## src/hw/rtl/fplrq_pkg.sv

```systemverilog
`default_nettype none

package fplrq_pkg;

  localparam int QUEUE_DEPTH = 16;
  localparam int ID_BITS     = 8;
  localparam int NUM_CLASSES = 4;

  localparam int CLS_W   = 2;
  localparam int PTR_W   = (QUEUE_DEPTH > 1) ? $clog2(QUEUE_DEPTH) : 1;
  localparam int CNT_W   = $clog2(QUEUE_DEPTH + 1);
  localparam int TOTAL_W = CNT_W + CLS_W;
  localparam int MEM_DEPTH = NUM_CLASSES * QUEUE_DEPTH;
  localparam int ADDR_W  = $clog2(MEM_DEPTH);

  localparam logic KIND_ENQ = 1'b0;
  localparam logic KIND_DEQ = 1'b1;

  typedef logic [CLS_W-1:0]   cls_t;
  typedef logic [PTR_W-1:0]   ptr_t;
  typedef logic [CNT_W-1:0]   cnt_t;
  typedef logic [TOTAL_W-1:0] total_t;
  typedef logic [ADDR_W-1:0]  addr_t;
  typedef logic [ID_BITS-1:0] id_t;

endpackage

`default_nettype wire

```

## src/hw/rtl/four_level_priority_ready_queue.sv

```systemverilog
`default_nettype none

// Four-class strict-priority ready queue. Class 0 (system) is served first, class 3 (batch)
// last, first in first out within a class. The block takes one word per clock: busy is
// never raised, so start may be held high every cycle. Each accepted word gives one result
// word in the following cycle, shown for one cycle with out_valid; the receiver cannot
// stall it, so it must take every result as it comes. The thread id comes from the
// registered read port of the 64-entry thread id store; queue pointers and counts are
// updated at the accepting edge, so a dequeue may directly follow an enqueue. An enqueue
// to a full class is dropped with out_accepted low; a dequeue with every class empty gives
// out_found low and id 0. The counts are those after the word has taken effect.
module four_level_priority_ready_queue (
  input  wire logic       clk,
  input  wire logic       rst_n,
  input  wire logic       start,
  output logic            busy,
  input  wire logic       in_kind,
  input  wire logic [7:0] in_thread_id,
  input  wire logic [1:0] in_prio_class,
  output logic            out_valid,
  output logic            out_found,
  output logic [7:0]      out_thread_id,
  output logic [1:0]      out_class,
  output logic            out_accepted,
  output logic [4:0]      out_system_count,
  output logic [4:0]      out_interactive_count,
  output logic [4:0]      out_normal_count,
  output logic [4:0]      out_batch_count,
  output logic [6:0]      out_total_count
);

  fplrq_pkg::ptr_t   head_r  [fplrq_pkg::NUM_CLASSES];
  fplrq_pkg::ptr_t   head_nxt[fplrq_pkg::NUM_CLASSES];
  fplrq_pkg::ptr_t   tail_r  [fplrq_pkg::NUM_CLASSES];
  fplrq_pkg::ptr_t   tail_nxt[fplrq_pkg::NUM_CLASSES];
  fplrq_pkg::cnt_t   occ_r   [fplrq_pkg::NUM_CLASSES];
  fplrq_pkg::cnt_t   occ_nxt [fplrq_pkg::NUM_CLASSES];
  fplrq_pkg::total_t total_r;
  fplrq_pkg::total_t total_nxt;

  fplrq_pkg::id_t    mem [fplrq_pkg::MEM_DEPTH];
  fplrq_pkg::id_t    rd_data_r;

  logic              out_valid_r;
  logic              found_r;
  fplrq_pkg::cls_t   class_r;
  logic              accepted_r;

  logic              accept;
  logic              sel_found;
  fplrq_pkg::cls_t   sel_cls;
  fplrq_pkg::ptr_t   head_sel;
  fplrq_pkg::ptr_t   tail_cls;
  fplrq_pkg::cnt_t   occ_cls;
  logic              enq_ok;
  logic              deq_ok;
  fplrq_pkg::addr_t  wr_addr;
  fplrq_pkg::addr_t  rd_addr;

  function automatic fplrq_pkg::ptr_t ptr_inc(input fplrq_pkg::ptr_t p);
    return (p == fplrq_pkg::ptr_t'(fplrq_pkg::QUEUE_DEPTH - 1)) ? '0 :
           p + fplrq_pkg::ptr_t'(1);
  endfunction

  assign busy   = 1'b0;
  assign accept = start && !busy;

  // priority select and per-class lookups
  always_comb begin
    sel_found = 1'b0;
    sel_cls   = '0;
    for (int c = fplrq_pkg::NUM_CLASSES - 1; c >= 0; c--) begin
      if (occ_r[c] != '0) begin
        sel_found = 1'b1;
        sel_cls   = fplrq_pkg::cls_t'(c);
      end
    end
    head_sel = '0;
    tail_cls = '0;
    occ_cls  = '0;
    for (int c = 0; c < fplrq_pkg::NUM_CLASSES; c++) begin
      if (fplrq_pkg::cls_t'(c) == sel_cls) begin
        head_sel = head_r[c];
      end
      if (fplrq_pkg::cls_t'(c) == in_prio_class) begin
        tail_cls = tail_r[c];
        occ_cls  = occ_r[c];
      end
    end
  end

  assign enq_ok = accept && (in_kind == fplrq_pkg::KIND_ENQ) &&
                  (occ_cls != fplrq_pkg::cnt_t'(fplrq_pkg::QUEUE_DEPTH));
  assign deq_ok = accept && (in_kind == fplrq_pkg::KIND_DEQ) && sel_found;

  assign wr_addr = fplrq_pkg::addr_t'(in_prio_class) *
                   fplrq_pkg::addr_t'(fplrq_pkg::QUEUE_DEPTH) + fplrq_pkg::addr_t'(tail_cls);
  assign rd_addr = fplrq_pkg::addr_t'(sel_cls) *
                   fplrq_pkg::addr_t'(fplrq_pkg::QUEUE_DEPTH) + fplrq_pkg::addr_t'(head_sel);

  always_comb begin
    total_nxt = '0;
    for (int c = 0; c < fplrq_pkg::NUM_CLASSES; c++) begin
      head_nxt[c] = head_r[c];
      tail_nxt[c] = tail_r[c];
      occ_nxt[c]  = occ_r[c];
      if (enq_ok && (fplrq_pkg::cls_t'(c) == in_prio_class)) begin
        tail_nxt[c] = ptr_inc(tail_r[c]);
        occ_nxt[c]  = occ_r[c] + fplrq_pkg::cnt_t'(1);
      end
      if (deq_ok && (fplrq_pkg::cls_t'(c) == sel_cls)) begin
        head_nxt[c] = ptr_inc(head_r[c]);
        occ_nxt[c]  = occ_r[c] - fplrq_pkg::cnt_t'(1);
      end
      total_nxt = total_nxt + fplrq_pkg::total_t'(occ_nxt[c]);
    end
  end

  always_ff @(posedge clk) begin
    if (!rst_n) begin
      for (int c = 0; c < fplrq_pkg::NUM_CLASSES; c++) begin
        head_r[c] <= '0;
        tail_r[c] <= '0;
        occ_r[c]  <= '0;
      end
      total_r     <= '0;
      out_valid_r <= 1'b0;
    end else begin
      for (int c = 0; c < fplrq_pkg::NUM_CLASSES; c++) begin
        head_r[c] <= head_nxt[c];
        tail_r[c] <= tail_nxt[c];
        occ_r[c]  <= occ_nxt[c];
      end
      total_r     <= total_nxt;
      out_valid_r <= accept;
    end
  end

  always_ff @(posedge clk) begin
    if (accept) begin
      found_r    <= deq_ok;
      class_r    <= deq_ok ? sel_cls : '0;
      accepted_r <= enq_ok;
    end
  end

  // thread id store
  always_ff @(posedge clk) begin
    if (enq_ok) begin
      mem[wr_addr] <= fplrq_pkg::id_t'(in_thread_id);
    end
    rd_data_r <= mem[rd_addr];
  end

  assign out_valid             = out_valid_r;
  assign out_found             = found_r;
  assign out_thread_id         = found_r ? 8'(rd_data_r) : 8'd0;
  assign out_class             = class_r;
  assign out_accepted          = accepted_r;
  assign out_system_count      = 5'(occ_r[0]);
  assign out_interactive_count = 5'(occ_r[1]);
  assign out_normal_count      = 5'(occ_r[2]);
  assign out_batch_count       = 5'(occ_r[3]);
  assign out_total_count       = 7'(total_r);

  a_one_result_per_word: assert property (@(posedge clk) disable iff (!rst_n)
    accept |=> out_valid)
    else $error("accepted word gave no result");

  a_found_excludes_accepted: assert property (@(posedge clk) disable iff (!rst_n)
    out_valid |-> !(out_found && out_accepted))
    else $error("result both dequeued and enqueued");

  a_total_matches: assert property (@(posedge clk) disable iff (!rst_n)
    out_valid |-> (total_r == fplrq_pkg::total_t'(occ_r[0]) + fplrq_pkg::total_t'(occ_r[1]) +
                   fplrq_pkg::total_t'(occ_r[2]) + fplrq_pkg::total_t'(occ_r[3])))
    else $error("total count out of step with class counts");

  a_dequeue_empty_keeps_counts: assert property (@(posedge clk) disable iff (!rst_n)
    (accept && in_kind == fplrq_pkg::KIND_DEQ && occ_r[0] == '0 && occ_r[1] == '0 &&
     occ_r[2] == '0 && occ_r[3] == '0) |=> (total_r == '0 && !out_found))
    else $error("dequeue from empty queue changed state");

endmodule

`default_nettype wire

```

## config.mk

```make
export PLATFORM = sky130hd
export DESIGN_NAME = four_level_priority_ready_queue
export DESIGN_NICKNAME = d
export VERILOG_FILES = /design/src/hw/rtl/fplrq_pkg.sv /design/src/hw/rtl/four_level_priority_ready_queue.sv
export SDC_FILE = /design/constraint.sdc
export NUM_CORES = 1
export LEC_CHECK = 0
export BUFFER_PORTS_ARGS = -buffer_cell sky130_fd_sc_hd__buf_2
export CAP_MARGIN = 15
export CORE_MARGIN = 5
export CORE_UTILIZATION = 29
export DETAILED_ROUTE_END_ITERATION = 8
export GPL_ROUTABILITY_DRIVEN = 0
export GPL_TIMING_DRIVEN = 0
export PLACE_DENSITY_LB_ADDON = 0.15
export SLEW_MARGIN = 20
export SYNTH_ARGS = -nofsm -noshare
export SYNTH_HDL_FRONTEND = slang
export SYNTH_SLANG_ARGS = --single-unit
```

## constraint.sdc

```tcl
create_clock -name clk -period 4.5 [get_ports clk]
set_input_delay 0 -clock clk [delete_from_list [all_inputs] [get_ports clk]]
set_output_delay 0 -clock clk [all_outputs]
set_load 0.01 [all_outputs]
```

==> impl_metrics.ini <==
[synthesis]
postSynthCellCount = 1726
yosysSeqAreaShare_pct = 68.85
synth-async-reset-ratio_pct = 0
synth_cell_types = 65
synthFlopType = edfxtp_1
synth_largest_area_cell = edfxtp_1
synth-seq-cells = 584
synth_nets = 1775
synth.most_common_cell = edfxtp_1
synthTopCellsByCount = 516 x edfxtp_1, 153 x a2111oi_0, 131 x nand2_1
yosysWarnings = 0
synthTopCellsByArea = edfxtp_1 63%, dfxtp_1 5.6%, a2111oi_0 5.5%
synth_area_per_cell_um2 = 14.19
synth_top_area_share_pct = 63.29
synth_edf_count = 516
synth_area_um2 = 24480

[floorplanning]
die_h_um = 300.6
io_pins = 55
dieArea_um2 = 90340
die_w_um = 300.6
rows = 106
initial_core_util_pct = 29.26
core-area_um2 = 83690

[layout]
register_area_um2 = 16870
nNetsFinal = 1922
final_util_pct = 34.51
syn_to_final_growth_pct = 17.96
multi_input_area_um2 = 7182
layout-drive-gt1-share_pct = 15.48
fillers = 8193
final_area_um2 = 28880

[placement]
dp_slack_ns = -0.6256
portBuffers = 51
place_area_um2 = 26260
hpwl_um = 62890

[outcome]
violations = setup timing
outcome = complete, but fails checks

[setup_path]
cp_cell_sequence = inv_1, ha_1, nor4b_4, buf_6, nor2_1, o21ai_2, buf_2, clkbuf_1, and3_1, a2111oi_0, a2111oi_0, a22oi_1, nand4_1
start_kind = flip-flop
critPathMaxStageDelay_ns = 0.86
critical_path.max_fanout = 10
required_ns = 5.04
path_common_cell = a2111oi_0
worstSetupPathType = reg -> reg
crit_slowest_cell = a2111oi_0
crit_family = compound AO/OA/AOI/OAI gates
arrival_ns = 5.10
cp-end-kind = flip-flop
cp_num_buf_inv = 4

[clocking]
cts_sinks = 584
ctsLongestPathBuffers = 3
clkTransAtPathRegs_ns = 0.06
cts_buffers = 68
cts_root_buf = clkbuf_16
cts_tree = yes
cts_max_level = 3
clk_latency_ns = 0.62

[grt]
grt_pass1_wl_um = 132600
grt_use_total_pct = 20.95
grt_pass1_vias = 16580
antenna_found_initial = 7
grt_max_degree = 65
grt_overflow = 0

[sta]
relSlewSlack_pct = 19.61
fin_crit_ns = 4.559
final-hold-violation-count = 0
tightest_slew_ns = 1.201
final_max_slew_viol_count = 0
post-route-period-util_pct = 101.3
fmax_mhz = 219.4
finClkSkew_ns = 0.03069
setup_viol = 1
worst_slack_ns = -0.05866

[detailed_routing]
via_count = 17050
wl_um = 97420
vias_per_cell = 5.571
wl_per_cell_um = 31.84
first_pass_iters = 6
drcViolationCount = 0
first_iter_violations = 2138
drtAntennaViolNets = 0

[run]
drv_cap = 0

[worst_hold_path]
min_path_type = in -> reg
[cell type report]
type / count / share of cell area (%)
flip-flops and latches: 584 / 58.42
multi-input cells: 1000 / 24.87
clock buffers: 88 / 6.442
well taps: 1134 / 4.913
plain buffers: 119 / 2.006
repair buffers: 78 / 1.833
clock inverters: 34 / 1.230
inverters: 22 / 0.2859
diodes: 1 / 0.008664
[placed cells by master (no fill, tap or decap), types with 25 or more instances in the layout]
| cell | netlist | routed |
|---|---|---|
| clkbuf_1 | 72 | 66 |
| buf_4 | 3 | 25 |
| mux2i_1 | 90 | 90 |
| and3_1 | 125 | 125 |
| edfxtp_1 | 516 | 516 |
| dfxtp_1 | 68 | 58 |
| ha_1 | 25 | 25 |
| buf_2 | 30 | 70 |
| clkbuf_2 | 5 | 25 |
| nor2_1 | 122 | 104 |
| a2111oi_0 | 153 | 141 |
| a21oi_1 | 26 | 25 |
| nand2_1 | 131 | 129 |
| a221oi_1 | 30 | 30 |
| nand3_1 | 28 | 26 |
| and2_1 | 27 | 27 |
| clkbuf_16 | 0 | 71 |
| a31oi_1 | 40 | 40 |
| a22oi_1 | 33 | 30 |
[worst paths after layout]
kind / from / endpoint / slack (ns) / cells past startpoint
max: occ_r[2][0] / rd_data_r[0] / -0.06 / 13
min: in_thread_id[0] / mem[50][0] / 0.02 / 1
max reg2reg: occ_r[2][0] / rd_data_r[0] / -0.06 / 13
min reg2reg: tail_r[3][1] / tail_r[3][1] / 0.50 / 2
[routing by layer]
metal	vias to the layer above	global-route usage, %	wire, um
met5	-	0.3788	38
met4	4	8.742	4384
met3	217	4.585	8694
met2	936	32.59	43890
met1	8737	28.43	40410
li1	7154	-	-
[stage by stage]
stage | instances | TNS (ns) | hold slack (ns)
2_1_floorplan | 1726 | 0 | 0.09887
5_1_grt | 3059 | -0.04364 | 0.01664
6_report | 3060 | -0.05866 | 0.01899
3_3_place_gp | 2911 | -6.748 | 0.3918
3_5_place_dp | 2915 | -4.013 | 0.3853
4_1_cts | 3054 | -0.04895 | 0.006539
[sequential cells by signal, indices dropped and copies added (netlist names)]
name             cells
out_accepted         1
out_total_count      7
out_found            1
out_valid            1
head_r              16
rd_data_r            8
mem                512
tail_r              16
occ_r               20
out_class            2
[cell families (layout without fill, tap and decap cells)]
kind of cell	after synthesis	count (layout)	synth area share (%)
flip-flops	584	584	68.85
AND/OR/NAND/NOR	511	511	10.83
AO/OA/AOI/OAI	332	332	10.67
buffers and inverters	142	341	2.586
multiplexers	93	93	3.955
adder cells (fa/ha/maj)	35	35	2.095
XOR/XNOR	28	28	1.002
other	1	2	0.01532
[what timing repair did]
action / in CTS / in global routing
hold buffers: 10 / 0
pin swaps: 0 / 8
hold endpoints to repair: 163 / 0
buffers inserted: 7 / 6
endpoints found under the setup margin: 13 / 11
resized for setup: 21 / 77
Power is left out: the tool's default activity adds up to more than one toggle a clock period on the data nets, which glitch-free logic cannot reach.
